[src/rtl/assert_macros.svh]
// Assertion helpers shared by the RTL files.
// Each macro expects clk and rst_n in scope.
`ifndef ASSERT_MACROS_SVH
`define ASSERT_MACROS_SVH

// The property must hold at every clock edge outside reset.
`define PCALL_ASSERT(label, prop, msg) \
  label: assert property (@(posedge clk) disable iff (!rst_n) (prop)) \
    else $error(msg);

// The condition must never be true outside reset.
`define PCALL_NEVER(label, cond, msg) \
  label: assert property (@(posedge clk) disable iff (!rst_n) !(cond)) \
    else $error(msg);

`endif

[src/rtl/pcall_pkg.sv]
`timescale 1ns / 1ps

package pcall_pkg;

  // CPU bookkeeping sizes
  localparam int MAX_CPUS = 8;
  localparam int IDX_W    = 3;   // start_index field width
  localparam int CNT_W    = 4;   // cpu_count register width
  localparam logic [CNT_W-1:0] CNT_RST = CNT_W'(MAX_CPUS);
  localparam logic [MAX_CPUS-1:0] ONLINE_RST = MAX_CPUS'(1);

  // Standard function identifiers (64-bit calling convention for the 0xC4 ids, 32-bit for the 0x84 ids)
  localparam logic [31:0] FN_VERSION      = 32'h8400_0000;
  localparam logic [31:0] FN_SUSPEND64    = 32'hC400_0001;
  localparam logic [31:0] FN_OFF          = 32'h8400_0002;
  localparam logic [31:0] FN_ON64         = 32'hC400_0003;
  localparam logic [31:0] FN_AFFINITY64   = 32'hC400_0004;
  localparam logic [31:0] FN_MIGRATE_TYPE = 32'h8400_0006;
  localparam logic [31:0] FN_SYS_OFF      = 32'h8400_0008;
  localparam logic [31:0] FN_SYS_RESET    = 32'h8400_0009;
  localparam logic [31:0] FN_FEATURES     = 32'h8400_000A;

  // Returned values
  localparam logic [16:0] RV_VERSION_1_1  = 17'h1_0001;
  localparam logic [16:0] RV_MIGRATE_NONE = 17'd2;
  localparam logic [7:0]  TARGET_MASK     = 8'hFF;

  typedef enum logic [2:0] {
    ST_SUCCESS  = 3'd0,
    ST_NOT_SUPP = 3'd1,
    ST_INVALID  = 3'd2,
    ST_ALREADY  = 3'd3,
    ST_VALUE    = 3'd4
  } status_t;

  // One incoming call
  typedef struct packed {
    logic [31:0] func;
    logic [63:0] first_arg;
    logic [63:0] entry_address;
  } item_t;

  // Architectural state
  typedef struct packed {
    logic [MAX_CPUS-1:0] online;
    logic                off_flag;
    logic                reset_flag;
  } cpu_state_t;

  // One answer
  typedef struct packed {
    status_t          status;
    logic [16:0]      ret_value;
    logic             start_cpu;
    logic [IDX_W-1:0] start_index;
    logic [63:0]      start_address;
    logic             powered_off;
    logic             reset_requested;
  } result_t;

endpackage

[src/rtl/pcall_exec.sv]
`timescale 1ns / 1ps

module pcall_exec (
  input  pcall_pkg::item_t                 item,
  input  pcall_pkg::cpu_state_t            state,
  input  logic [pcall_pkg::CNT_W-1:0]      cpu_count,
  output pcall_pkg::result_t               result,
  output pcall_pkg::cpu_state_t            state_nxt
);
  import pcall_pkg::*;

  logic [CNT_W-1:0] live_cnt;
  logic [7:0]       target;
  logic             tgt_bad;
  logic             tgt_on;
  logic             feat_known;
  logic             off_found;

  // Clamp the count to the number of bookkept CPUs
  assign live_cnt = (cpu_count > CNT_W'(MAX_CPUS)) ? CNT_W'(MAX_CPUS) : cpu_count;
  assign target   = item.first_arg[7:0] & TARGET_MASK;
  assign tgt_bad  = (target >= 8'(live_cnt));
  assign tgt_on   = state.online[target[IDX_W-1:0]];

  // FEATURES compares the whole 64-bit argument
  assign feat_known = (item.first_arg == 64'(FN_VERSION))      ||
                      (item.first_arg == 64'(FN_ON64))         ||
                      (item.first_arg == 64'(FN_OFF))          ||
                      (item.first_arg == 64'(FN_AFFINITY64))   ||
                      (item.first_arg == 64'(FN_MIGRATE_TYPE)) ||
                      (item.first_arg == 64'(FN_SYS_OFF))      ||
                      (item.first_arg == 64'(FN_SYS_RESET));

  // Call decode and state update
  always_comb begin
    state_nxt            = state;
    result.status        = ST_SUCCESS;
    result.ret_value     = '0;
    result.start_cpu     = 1'b0;
    result.start_index   = '0;
    result.start_address = '0;
    off_found            = 1'b0;

    case (item.func)
      FN_VERSION: begin
        result.status    = ST_VALUE;
        result.ret_value = RV_VERSION_1_1;
      end
      FN_ON64: begin
        if (tgt_bad) begin
          result.status = ST_INVALID;
        end else if (tgt_on) begin
          result.status = ST_ALREADY;
        end else begin
          state_nxt.online[target[IDX_W-1:0]] = 1'b1;
          result.start_cpu     = 1'b1;
          result.start_index   = target[IDX_W-1:0];
          result.start_address = item.entry_address;
        end
      end
      FN_OFF: begin
        // lowest online CPU above 0, below the live count
        for (int i = 1; i < MAX_CPUS; i++) begin
          if (!off_found && state.online[i] && (CNT_W'(i) < live_cnt)) begin
            state_nxt.online[i] = 1'b0;
            off_found           = 1'b1;
          end
        end
      end
      FN_AFFINITY64: begin
        if (tgt_bad) begin
          result.status = ST_INVALID;
        end else begin
          result.status    = ST_VALUE;
          result.ret_value = 17'(tgt_on);
        end
      end
      FN_MIGRATE_TYPE: begin
        result.status    = ST_VALUE;
        result.ret_value = RV_MIGRATE_NONE;
      end
      FN_SYS_OFF:   state_nxt.off_flag   = 1'b1;
      FN_SYS_RESET: state_nxt.reset_flag = 1'b1;
      FN_FEATURES: begin
        result.status = feat_known ? ST_SUCCESS : ST_NOT_SUPP;
      end
      FN_SUSPEND64: result.status = ST_SUCCESS;
      default:      result.status = ST_NOT_SUPP;
    endcase

    result.powered_off     = state_nxt.off_flag;
    result.reset_requested = state_nxt.reset_flag;
  end

endmodule

[src/rtl/cpu_power_call_handler.sv]
`timescale 1ns / 1ps
`include "assert_macros.svh"

// Power-management call handler: one call in, one answer out, at a sustained
// rate of one item per clock while out_ready holds high. An accepted call
// lands in an input register; once the output slot is free, the single-pass
// decode against the CPU online bits produces the answer into the output
// register, which drives the out_ ports. A stalled answer (out_ready low) with
// a call already waiting in the input register drops in_ready until the answer
// leaves. The state read by one call is the state written by the call before
// it, committed in the same edge that loads the answer.
// cpu_count is written through cfg_wr_en/cfg_wr_data and resets to 8.
module cpu_power_call_handler (
  input  logic                          clk,
  input  logic                          rst_n,
  // call channel
  input  logic                          in_valid,
  output logic                          in_ready,
  input  logic [31:0]                   in_func,
  input  logic [63:0]                   in_first_arg,
  input  logic [63:0]                   in_entry_address,
  // answer channel
  output logic                          out_valid,
  input  logic                          out_ready,
  output logic [2:0]                    out_status,
  output logic [16:0]                   out_ret_value,
  output logic                          out_start_cpu,
  output logic [pcall_pkg::IDX_W-1:0]   out_start_index,
  output logic [63:0]                   out_start_address,
  output logic                          out_powered_off,
  output logic                          out_reset_requested,
  // configuration
  input  logic                          cfg_wr_en,
  input  logic [pcall_pkg::CNT_W-1:0]   cfg_wr_data
);
  import pcall_pkg::*;

  logic             in_vld_r;
  item_t            item_r;
  logic             out_vld_r;
  result_t          res_r;
  cpu_state_t       state_r;
  logic [CNT_W-1:0] cpu_count_r;

  result_t          result;
  cpu_state_t       state_nxt;
  logic             adv;

  // Decode stage
  pcall_exec u_exec (
    .item      (item_r),
    .state     (state_r),
    .cpu_count (cpu_count_r),
    .result    (result),
    .state_nxt (state_nxt)
  );

  // Handshake: move an item forward when the output slot frees
  assign adv      = in_vld_r && (!out_vld_r || out_ready);
  assign in_ready = !in_vld_r || adv;

  // Control and state registers
  always_ff @(posedge clk) begin
    if (!rst_n) begin
      in_vld_r    <= 1'b0;
      out_vld_r   <= 1'b0;
      state_r     <= '{online: ONLINE_RST, off_flag: 1'b0, reset_flag: 1'b0};
      cpu_count_r <= CNT_RST;
    end else begin
      if (in_ready) begin
        in_vld_r <= in_valid;
      end
      if (adv) begin
        out_vld_r <= 1'b1;
        state_r   <= state_nxt;
      end else if (out_ready) begin
        out_vld_r <= 1'b0;
      end
      if (cfg_wr_en) begin
        cpu_count_r <= cfg_wr_data;
      end
    end
  end

  // Payload registers
  always_ff @(posedge clk) begin
    if (in_valid && in_ready) begin
      item_r <= '{func: in_func, first_arg: in_first_arg,
                  entry_address: in_entry_address};
    end
    if (adv) begin
      res_r <= result;
    end
  end

  assign out_valid           = out_vld_r;
  assign out_status          = res_r.status;
  assign out_ret_value       = res_r.ret_value;
  assign out_start_cpu       = res_r.start_cpu;
  assign out_start_index     = res_r.start_index;
  assign out_start_address   = res_r.start_address;
  assign out_powered_off     = res_r.powered_off;
  assign out_reset_requested = res_r.reset_requested;

  // Checks
  `PCALL_NEVER(a_cpu0_online, !state_r.online[0], "CPU 0 went offline")
  `PCALL_ASSERT(a_off_sticky, state_r.off_flag |=> state_r.off_flag, "off flag cleared")
  `PCALL_ASSERT(a_rst_sticky, state_r.reset_flag |=> state_r.reset_flag, "reset flag cleared")
  `PCALL_NEVER(a_start_status, out_vld_r && res_r.start_cpu && (res_r.status != ST_SUCCESS),
               "start request without success")
  `PCALL_ASSERT(a_hold_item, (in_vld_r && !adv) |=> in_vld_r, "stalled item dropped")

endmodule
[config.mk]
export PLATFORM = sky130hd
export DESIGN_NAME = cpu_power_call_handler
export DESIGN_NICKNAME = d
export VERILOG_FILES = /design/src/rtl/pcall_pkg.sv /design/src/rtl/pcall_exec.sv /design/src/rtl/cpu_power_call_handler.sv
export VERILOG_INCLUDE_DIRS = /design/src /design/src/rtl
export SDC_FILE = /design/constraint.sdc
export NUM_CORES = 1
export LEC_CHECK = 0
export ABC_AREA = 1
export BUFFER_PORTS_ARGS = -buffer_cell sky130_fd_sc_hd__buf_4
export CAP_MARGIN = 30
export CORE_MARGIN = 8
export CORE_UTILIZATION = 58
export CTS_BUF_LIST = sky130_fd_sc_hd__clkbuf_2
export CTS_CLUSTER_DIAMETER = 150
export DETAILED_ROUTE_END_ITERATION = 8
export GPL_ROUTABILITY_DRIVEN = 1
export HOLD_SLACK_MARGIN = 0.15
export PLACE_DENSITY = 0.95
export SETUP_SLACK_MARGIN = 0.4
export SLEW_MARGIN = 20
export SYNTH_ARGS = -nofsm -noshare
export SYNTH_HDL_FRONTEND = slang
export SYNTH_SLANG_ARGS = --single-unit
[constraint.sdc]
create_clock -name clk -period 10.6 [get_ports clk]
set_input_delay 0 -clock clk [delete_from_list [all_inputs] [get_ports clk]]
set_output_delay 0 -clock clk [all_outputs]
set_load 0.03 [all_outputs]
==> reports/summary.txt, run 1 <==
Async SR Flop Fraction = 0%
Syn Area/Cell = 13.4 µm²
EDFF count, synth = 236
Failed at = 4_1_cts
Mapped Area = 0.00966 mm²
Largest area contributor in the netlist = edfxtp_1
CTS sink cnt = 252
Synth top area cells = edfxtp_1 (73%), inv_1 (4.2%), nor2_1 (4.1%), dfxtp_1 (3.3%), nand2_1 (3.0%)
Sequential share of the synthesized area = 76.7%
Post-cts resize count = 0
#FFs+latches synth = 252
Clock buffer depth = 3
Post-DP HPWL = 15.6 mm
H-tree lvl count = 2
Initial Utilization = 58.9%
Status = did not finish
GPL Wtd Cong = 0.858
Setup bufs post-CTS = 0
Ports = 261
Tool error message = [ERROR RSZ-0060] Max buffer count reached.
Synth Instances = 719
# hold bufs at CTS = 256
Post-synth top flop = edfxtp_1
Inserted Clock Buffers = 57
CTS root buffer = clkbuf_2
Die Width = 145 µm
Die Y = 145 µm
Synth warn = 0
Post-synth cell types = 36
Pre-CTS WS = 7670 ps
Number of cell rows = 47
Share of the synthesized area in the top cell type = 73.4%
IO Port Bufs = 246
logic make-up after synthesis:
| family | synth area share, % |
|---|---|
| flip-flops | 76.7 |
| AND/OR/NAND/NOR | 13.5 |
| adder cells (fa/ha/maj) | 0.518 |
| AO/OA/AOI/OAI | 2.88 |
| other | 0.0388 |
| buffers and inverters | 6.32 |
cell usage after synthesis (3+ instances only):
library cell / number
edfxtp_1: 236
inv_1: 108
nor2_1: 105
nand2_1: 76
nand3_1: 30
a21oi_1: 21
o21ai_0: 20
dfxtp_1: 16
buf_4: 14
nor2_4: 14
nand4_1: 13
nor4_1: 12
buf_2: 6
inv_2: 5
nor2_2: 5
ha_1: 4
nor3_1: 4
nand2_2: 3
per-stage QoR:
stage	hold WS (ps)	std cells	area (µm²)
floorplan	98.9	732	9710
global placement	178	1175	11700
detailed placement	179	1175	11700
==> run 2: changes to the inputs <==
- CORE_UTILIZATION: 58 -> 40
- CTS_BUF_LIST: sky130_fd_sc_hd__clkbuf_2 -> default
- CTS_CLUSTER_DIAMETER: 150 -> default
- HOLD_SLACK_MARGIN: 0.15 -> default
- PLACE_DENSITY: 0.95 -> default
- PLACE_DENSITY_LB_ADDON: default -> 0.15
- SETUP_SLACK_MARGIN: 0.4 -> default
==> run 2 against run 1 <==
The run now ends clean. Synthesized cell count did not move. Synthesized area did not move.
==> reports/summary.txt, run 2 <==
Status = finished clean
Unrepaired setup endpoints after global routing = false
Final Cycle Share = 27.2%
Ratio of cells with drive above 1 in the final layout = 27.7%
Post-DP HPWL = 14.5 mm (-7.1%)
Number of cell rows = 57 (+21%)
Commonest non-fill, non-tap cell in the layout = buf_4
Total track usage = 14.9%
Worst Path Arrival = 3230 ps
Worst Hold Class = in -> reg
#FFs+latches synth = 252 (unchanged)
Clk_skew = 7.44 ps
Inserted Clock Buffers = 27 (-53%)
Layout area overhead = 49.0%
Setup crit start kind = register
Max_slew headroom = 36.5%
GRT overflow = 0
Post-cts resize count = 0 (unchanged)
Clock buffer depth = 3 (unchanged)
Syn Area/Cell = 13.4 µm² (unchanged)
H-tree lvl count = 1 (-1)
Async SR Flop Fraction = 0% (unchanged)
Register area = 0.00741 mm²
Most frequent cell after synthesis = edfxtp_1
FF-to-FF path depth = 11
Share of the synthesized area in the top cell type = 73.4% (unchanged)
Hold Crit Start = in_first_arg[38]
Crit Reg-Reg Endpoint = out_start_address[1]
Worst-Skew Late Latency = 520 ps
EDFF count, synth = 236 (unchanged)
Gate power share = 9.5%
VDD IR max = 0.108 mV
Vias per inst = 4.41
Area occupied by multi-input gates = 0.00169 mm²
Crit Reg-Reg Startpoint = cpu_count_r[1]
CP max FO = 69
First-pass GRT wire length = 34.7 mm
Synth Instances = 719 (unchanged)
Ports = 261 (unchanged)
Placed Cells = 1279 (+8.9%)
Die Y = 171 µm (+18%)
Synth top cells by count = edfxtp_1 (236), inv_1 (108), nor2_1 (105)
Max reg flops = 160
Power per cell area = 161 mW/mm²
Met2 Use GR = 26.3%
Met1 GRT Util = 17.7%
Hold endpoint = item_r[102]
Core area = 0.0240 mm²
Synth warn = 0 (unchanged)
Initial Utilization = 40.2% (-19 points)
First-pass detailed-route iteration total = 6
CTS tree = yes
Iteration-0 DRC count of the detailed router = 353
CTS sink cnt = 252 (unchanged)
GPL Wtd Cong = 0.819 (-4.6%)
Fin. Hold Viols = 0
Largest area contributor in the netlist = edfxtp_1
Post-route minimum period = 2880 ps
Int Power = 1.82 mW
Post-synth top flop = edfxtp_1
CTS root buffer = clkbuf_16
Psw = 497 µW
Setup total negative slack = 0 ps
Static leakage = 5.92 nW
Top reg by flops = item_r
Max cap viols = 0
Setup bufs post-CTS = 0 (unchanged)
Fill cell count = 1861
Mapped Area = 0.00966 mm² (unchanged)
IO Port Bufs = 246 (unchanged)
Clk pwr share = 40.3%
Worst-margin pin slew = 953 ps
Vias in the first global route = 6817
Cell Count, Final, Fillers Out = 1500
Most Used Layer, Global Route = met2
R2R setup slack = 7720 ps
Critical Path RT = 10950 ps
Endpoint class of the critical path = register
Largest net degree at the start of global routing = 86
WL/cell = 15.0 µm
# setup viols final = 0
Initial antenna violation count = 1
Final net count = 1327
Hold depth = 2
Routed Antenna Nets = 0
GR Util met3 = 4.02%
Post-route DRC = 0
Worst Path Class, Setup = reg -> reg
Synth top area cells = edfxtp_1 (73%), inv_1 (4.2%), nor2_1 (4.1%), dfxtp_1 (3.3%), nand2_1 (3.0%)
Drt total wl = 22.5 mm
Fmax = 347 MHz
DR vias = 6615
Sw Ratio = 21.5%
Sequential share of the synthesized area = 76.7% (unchanged)
Post-synth cell types = 36 (unchanged)
Register share of total power = 50.2%
# hold bufs at CTS = 170 (-34%)
Final Slew Violations = 0
Worst-path clk slew = 60 ps
Most frequent cells in the layout = buf_4 (248), edfxtp_1 (236), dlygate4sd3_1 (170)
Die Area = 0.0294 mm²
Die Width = 171 µm (+18%)
==> run 2: per-layer routing <==
layer | part of all wire (%) | up-vias
li1 | - | 3310
met1 | 41 | 3048
met2 | 49 | 232
met3 | 8.9 | 25
met4 | 1.4 | 0
met5 | 0 | -
==> run 2: final cells by class <==
class                   count  area share, %
clock inverters            18           1.35
flip-flops and latches    252           51.5
repair buffers            418           24.8
inverters                 114           3.03
well taps                 324           2.82
diodes                      1         0.0174
multi-input cells         341           11.7
clock buffers              32           4.83
==> run 2: through the flow <==
step / hold WS (ps) / cell area (µm²) / worst slack, ps / total power [mW] / utilization [%]
after floorplan: 98.9 / 9710 / 6110 / 1.27 / -
after global placement: 179 / 11800 / 7810 / 1.35 / 49.1
after detailed placement: 179 / 11800 / 7700 / 1.35 / 49.1
after CTS: 160 / 14400 / 7670 / 2.34 / 59.9
after global routing: 174 / 14400 / 7420 / 2.40 / 59.9
final: 189 / 14400 / 7720 / 2.32 / 59.9
==> run 2: worst max-delay path: stages, from the launching register on <==
cell and delay, ps:
dfxtp_1 320, inv_1 130, a31oi_1 110, or2_2 290, ha_1 290, inv_1 60, nor2_1 40, o21ai_1 140
nand4_1 270, nor2_4 250, nand2_4 440, nor2_1 290
==> run 2: logic make-up after synthesis <==
logic type	count (synthesis)	synth area share [%]
compound gates	51	2.88
fa+ha+maj	4	0.518
buf+inv	139	6.32
flops	252	76.7
other cells	1	0.0388
simple gates	272	13.5
==> run 2: power by group through the flow <==
stage               clock [mW]  combinational (mW)  sequential [mW]
floorplan                    0              0.0537             1.22
global placement             0               0.167             1.18
detailed placement           0               0.168             1.18
CTS                      0.959               0.219             1.16
global route             0.998               0.236             1.17
finish                   0.935               0.219             1.16
==> run 2: worst max path at each step <==
stage	from	endpoint	slack, ps	cells past startpoint
2_1_floorplan	out_valid	item_r[0]	6110	3
3_3_place_gp	cpu_count_r[1]	out_start_address[7]	7810	11
4_1_cts	cpu_count_r[1]	out_start_address[1]	7670	11
3_5_place_dp	cpu_count_r[1]	out_start_address[48]	7700	11
6_report	cpu_count_r[1]	out_start_address[1]	7720	11
5_1_grt	cpu_count_r[1]	out_start_address[38]	7420	11
(Power assumes the default switching activity.)
==> run 3: changes to the inputs <==
- clock period: 10.6 -> 3 ns (I/O delays scaled with it)
==> run 3 against run 2 <==
Clock skew grew 2.8 ps. Total power grew to 3.5 times the previous value. Count of clock-buffer cells in the layout shrank 1. Largest cell class unchanged. Highest routed layer unchanged.
==> reports/summary.txt, run 3 (same netlist as run 2, synthesis figures left out) <==
Status = finished clean
Post-DP HPWL = 14.9 mm (+2.9%)
Worst Path Class, Setup = reg -> reg
GPL Wtd Cong = 0.834 (+1.9%)
Core area = 0.0240 mm² (unchanged)
Most frequent cells in the layout = buf_4 (247), edfxtp_1 (236), dlygate4sd3_1 (173)
Vias in the first global route = 6927 (+1.6%)
Power per cell area = 560 mW/mm² (+250%)
Fin. Hold Viols = 0 (unchanged)
Max reg flops = 160 (unchanged)
Top reg by flops = item_r
Worst Hold Class = in -> reg
Max cap viols = 0 (unchanged)
Endpoint class of the critical path = register
Post-cts resize count = 0 (unchanged)
Ports = 261 (unchanged)
Final Cycle Share = 83.4% (+56 points)
Die Width = 171 µm (unchanged)
Critical Path RT = 3380 ps (-7570 ps)
Initial antenna violation count = 1 (unchanged)
H-tree lvl count = 1 (unchanged)
Die Y = 171 µm (unchanged)
Post-route minimum period = 2500 ps (-377 ps)
Worst Path Arrival = 2880 ps (-350 ps)
Static leakage = 5.96 nW (+0.60%)
CTS root buffer = clkbuf_16
Drt total wl = 22.5 mm (-0.35%)
Placed cell area = 0.0119 mm² (+0.98%)
IO Port Bufs = 246 (unchanged)
Iteration-0 DRC count of the detailed router = 307 (-13%)
# setup viols final = 0 (unchanged)
Unrepaired setup endpoints after global routing = false
Number of cell rows = 57 (unchanged)
Inserted Clock Buffers = 26 (-3.7%)
Total track usage = 15.0% (+0.077 points)
First-pass detailed-route iteration total = 4 (-2)
Commonest non-fill, non-tap cell in the layout = buf_4
VDD IR max = 0.352 mV (+230%)
Layout area overhead = 50.3%
Setup crit start kind = register
Post-route DRC = 0 (unchanged)
R2R setup slack = 500 ps (-7220 ps)
Die Area = 0.0294 mm² (unchanged)
Clk_skew = 10.2 ps (+2.78 ps)
Largest net degree at the start of global routing = 82 (-4.7%)
Post-route cell area = 0.0145 mm² (+0.83%)
Power, Total = 8.13 mW (+250%)
Routed Antenna Nets = 0 (unchanged)
Final Slew Violations = 0 (unchanged)
CP max FO = 47 (-32%)
CTS sink cnt = 252 (unchanged)
DR vias = 6594 (-0.32%)
Ratio of cells with drive above 1 in the final layout = 27.8% (+0.16 points)
CTS tree = yes
Worst-path clk slew = 60 ps (about the same)
Fmax = 400 MHz (+15%)
Worst-Skew Late Latency = 530 ps (about the same)
Final net count = 1333 (+0.45%)
Initial Utilization = 40.2% (unchanged)
First-pass GRT wire length = 34.8 mm (+0.46%)
Finished Core Util = 60.4% (+0.50 points)
GRT overflow = 0 (unchanged)
WL/cell = 14.9 µm (-0.62%)
Clock buffer depth = 3 (unchanged)
Vias per inst = 4.38 (-0.58%)
## run 3: layer usage
| metal | wire length (µm) | part of all wire (%) | GRT usage [%] | vias to the layer above |
|---|---|---|---|---|
| li1 | - | - | - | 3323 |
| met1 | 9400 | 42 | 17.8 | 3015 |
| met2 | 10800 | 48 | 26.1 | 212 |
| met3 | 1710 | 7.6 | 3.81 | 44 |
| met4 | 513 | 2.3 | 4.88 | 0 |
| met5 | 0 | 0 | 0 | - |
## run 3: power by group
| group | total [mW] | switching, mW | internal (mW) |
|---|---|---|---|
| registers | 4.11 | 0.0625 | 4.05 |
| logic | 0.788 | 0.390 | 0.397 |
| clock network | 3.23 | 1.29 | 1.94 |
## run 3: path summary, 6_finish.rpt
path                         start  cells past startpoint                    end
setup / recovery    cpu_count_r[1]                     12  out_start_address[59]
hold / removal    in_first_arg[55]                      2            item_r[119]
hold reg to reg         state_r[2]                      2             state_r[2]
setup reg to reg    cpu_count_r[1]                     12  out_start_address[59]
## run 3: worst max-delay path, cell delays in order, from the launching register on
cell and delay [ps]:
dfxtp_1 320, inv_1 130, a31oi_1 110, or2_2 280, ha_1 290, inv_1 60, nor2_1 30, o21ai_1 150
nand4_1 310, nor2_4 260, nand2_4 100, buf_12 190, nor2_1 120
## run 3: cell type report
type | count | area, µm²
flip-flops and latches | 252 | 7410
fillers | 1859 | 9520
clock buffers | 31 | 669
diodes | 1 | 2.50
multi-input cells | 341 | 1710
clock inverters | 16 | 194
inverters | 114 | 435
repair buffers | 425 | 3690
well taps | 324 | 405
## run 3: timing repair
action,CTS,global route
hold buffers,173,0
endpoints found under the setup margin,0,0
hold endpoints to repair,173,0
setup buffers,0,0
## run 3: stage by stage
| stage | cells | hold WS, ps | TNS (ps) | setup slack (ps) |
|---|---|---|---|---|
| 2_1_floorplan | 732 | 98.9 | -66660 | -417 |
| 3_3_place_gp | 1283 | 179 | 0 | 604 |
| 3_5_place_dp | 1283 | 179 | 0 | 546 |
| 4_1_cts | 1503 | 157 | 0 | 525 |
| 5_1_grt | 1504 | 165 | 0 | 227 |
| 6_report | 1504 | 185 | 0 | 498 |
==> run 4: changes to the inputs <==
- clock period: 3 -> 2.15 ns (I/O delays scaled with it)
==> run 4 against run 3 <==
The run now ends with negative setup slack left. Largest power group unchanged. Fmax rose by 10%. Cell area rose by 6.6%. Critical endpoint is now out_start_address[0]. Count of clock-buffer cells in the layout did not move. Non-clock buffer count rose by 31. First-iteration DRC count rose by 9.4%. Critical path type unchanged. Combinational power rose by 51%. Critical path depth rose by 1.
==> reports/summary.txt, run 4 (same netlist as run 2, synthesis figures left out) <==
Vias per inst = 4.49 (+2.4%)
CTS root buffer = clkbuf_16
Total track usage = 16.2% (+1.2 points)
Drt total wl = 25.3 mm (+13%)
VDD IR max = 0.640 mV (+82%)
Failing checks = negative setup slack
CP max FO = 7 (-85%)
Placed cell area = 0.0120 mm² (+0.92%)
Routed Antenna Nets = 0 (unchanged)
Antenna diode count = 0 (-1)
Setup total negative slack = -4490 ps (-4490 ps)
Inserted Clock Buffers = 28 (+7.7%)
Top reg by flops = item_r
GRT overflow = 0 (unchanged)
GPL Wtd Cong = 0.825 (-1.1%)
Commonest non-fill, non-tap cell in the layout = buf_4
CTS sink cnt = 252 (unchanged)
Number of cell rows = 57 (unchanged)
Crit path max-delay cell type = dfxtp_2
Worst-margin pin slew = 570 ps
Post-route setup slack = -116 ps (-614 ps)
Power, Total = 11.8 mW (+45%)
Final Cycle Share = 105% (+22 points)
Post-route DRC = 0 (unchanged)
Ports = 261 (unchanged)
WL/cell = 16.4 µm (+10%)
First-pass GRT wire length = 37.4 mm (+7.3%)
Endpoint class of the critical path = register
Max_slew headroom = 62.0%
Post-route minimum period = 2270 ps (-236 ps)
Worst Path Class, Setup = reg -> reg
# setup viols final = 67 (+67)
Cell Count, Final, Fillers Out = 1539 (+2.3%)
First-pass detailed-route iteration total = 7 (+3)
Static leakage = 6.25 nW (+5.0%)
Worst-path clk slew = 60 ps (about the same)
Slowest stage delay, CP = 320 ps (about the same)
Final Slew Violations = 0 (unchanged)
Fill cell count = 1788 (-3.8%)
Max reg flops = 160 (unchanged)
IO Port Bufs = 246 (unchanged)
Power per cell area = 764 mW/mm² (+36%)
Worst Path Arrival = 2660 ps (-220 ps)
Fmax = 441 MHz (+10%)
Initial antenna violation count = 0 (-1)
Status = complete, but fails checks
Die Y = 171 µm (unchanged)
H-tree lvl count = 1 (unchanged)
CTS tree = yes
Die Width = 171 µm (unchanged)
Ratio of cells with drive above 1 in the final layout = 36.2% (+8.4 points)
Cell Chain, Critical Path = inv_2, a31oi_4, or2_4, ha_4, inv_2, nor2_2, o21ai_2, nand4_1, nor2_4, nand2_4, buf_12, clkbuf_16, nor2_2
Clock buffer depth = 3 (unchanged)
Final net count = 1366 (+2.5%)
Initial Utilization = 40.2% (unchanged)
Max cap viols = 0 (unchanged)
Unrepaired setup endpoints after global routing = true
Post-DP HPWL = 15.2 mm (+2.0%)
Worst Hold Class = in -> reg
DR vias = 6911 (+4.8%)
Most frequent cells in the layout = buf_4 (263), edfxtp_1 (236), dlygate4sd3_1 (174)
Layout area overhead = 60.2%
Placed Cells = 1296 (+1.0%)
Largest net degree at the start of global routing = 96 (+17%)
Vias in the first global route = 7213 (+4.1%)
Pre-CTS WS = -96.2 ps (-642 ps)
Die Area = 0.0294 mm² (unchanged)
Setup crit start kind = register
Fin. Hold Viols = 0 (unchanged)
Post-route cell area = 0.0155 mm² (+6.6%)
Clk_skew = 13.2 ps (+2.97 ps)
Iteration-0 DRC count of the detailed router = 336 (+9.4%)
Finished Core Util = 64.4% (+4.0 points)
Critical Path RT = 2550 ps (-830 ps)
Core area = 0.0240 mm² (unchanged)
Final hold slack = 176 ps (-9.06 ps)
Worst-Skew Late Latency = 540 ps (about the same)
run 4: path summary, 6_finish.rpt:
check	startpoint	end	slack, ps	cells past startpoint
hold reg to reg	state_r[0]	state_r[0]	470	2
setup reg to reg	cpu_count_r[1]	out_start_address[0]	-120	13
hold / removal	in_entry_address[56]	item_r[56]	180	2
setup / recovery	cpu_count_r[1]	out_start_address[0]	-120	13
run 4: layer usage:
metal / wire length (µm) / part of all wire (%) / vias to the layer above / track usage [%]
met5: 0 / 0 / - / 0
met4: 544 / 2.1 / 0 / 4.46
met3: 2160 / 8.5 / 40 / 3.97
met2: 12900 / 51 / 268 / 28.8
met1: 9660 / 38 / 3224 / 19.2
li1: - / - / 3379 / -
run 4: layout make-up:
class                      count  area, µm²  area share, %
multi-input combinational    341       2130           13.8
timing repair buffer         456       4120           26.6
sequential                   252       7410           47.9
tap                          324        405           2.62
clock buffer                  31        712           4.60
clock inverter                21        248           1.60
inverter                     114        440           2.85
run 4: what timing repair did:
item	4_1_cts	5_1_grt
endpoints found under the hold margin	173	0
resized for setup	34	98
cloned	3	5
setup buffers	6	4
setup endpoints to repair	61	79
hold buffers	174	0
pin swaps	1	5
run 4: critical path, delay by kind of cell (launching register included):
family / cells / cell delay (ps)
buf+inv: 4 / 470
compound gates: 2 / 220
flops: 1 / 320
simple gates: 6 / 880
fa+ha+maj: 1 / 220
run 4: power by group:
| part | leakage, nW | switching (mW) | internal [mW] |
|---|---|---|---|
| registers | 2.36 | 0.0822 | 5.65 |
| clock network | 0.464 | 1.91 | 2.99 |
| logic | 3.43 | 0.601 | 0.587 |
| total | 6.25 | 2.59 | 9.22 |
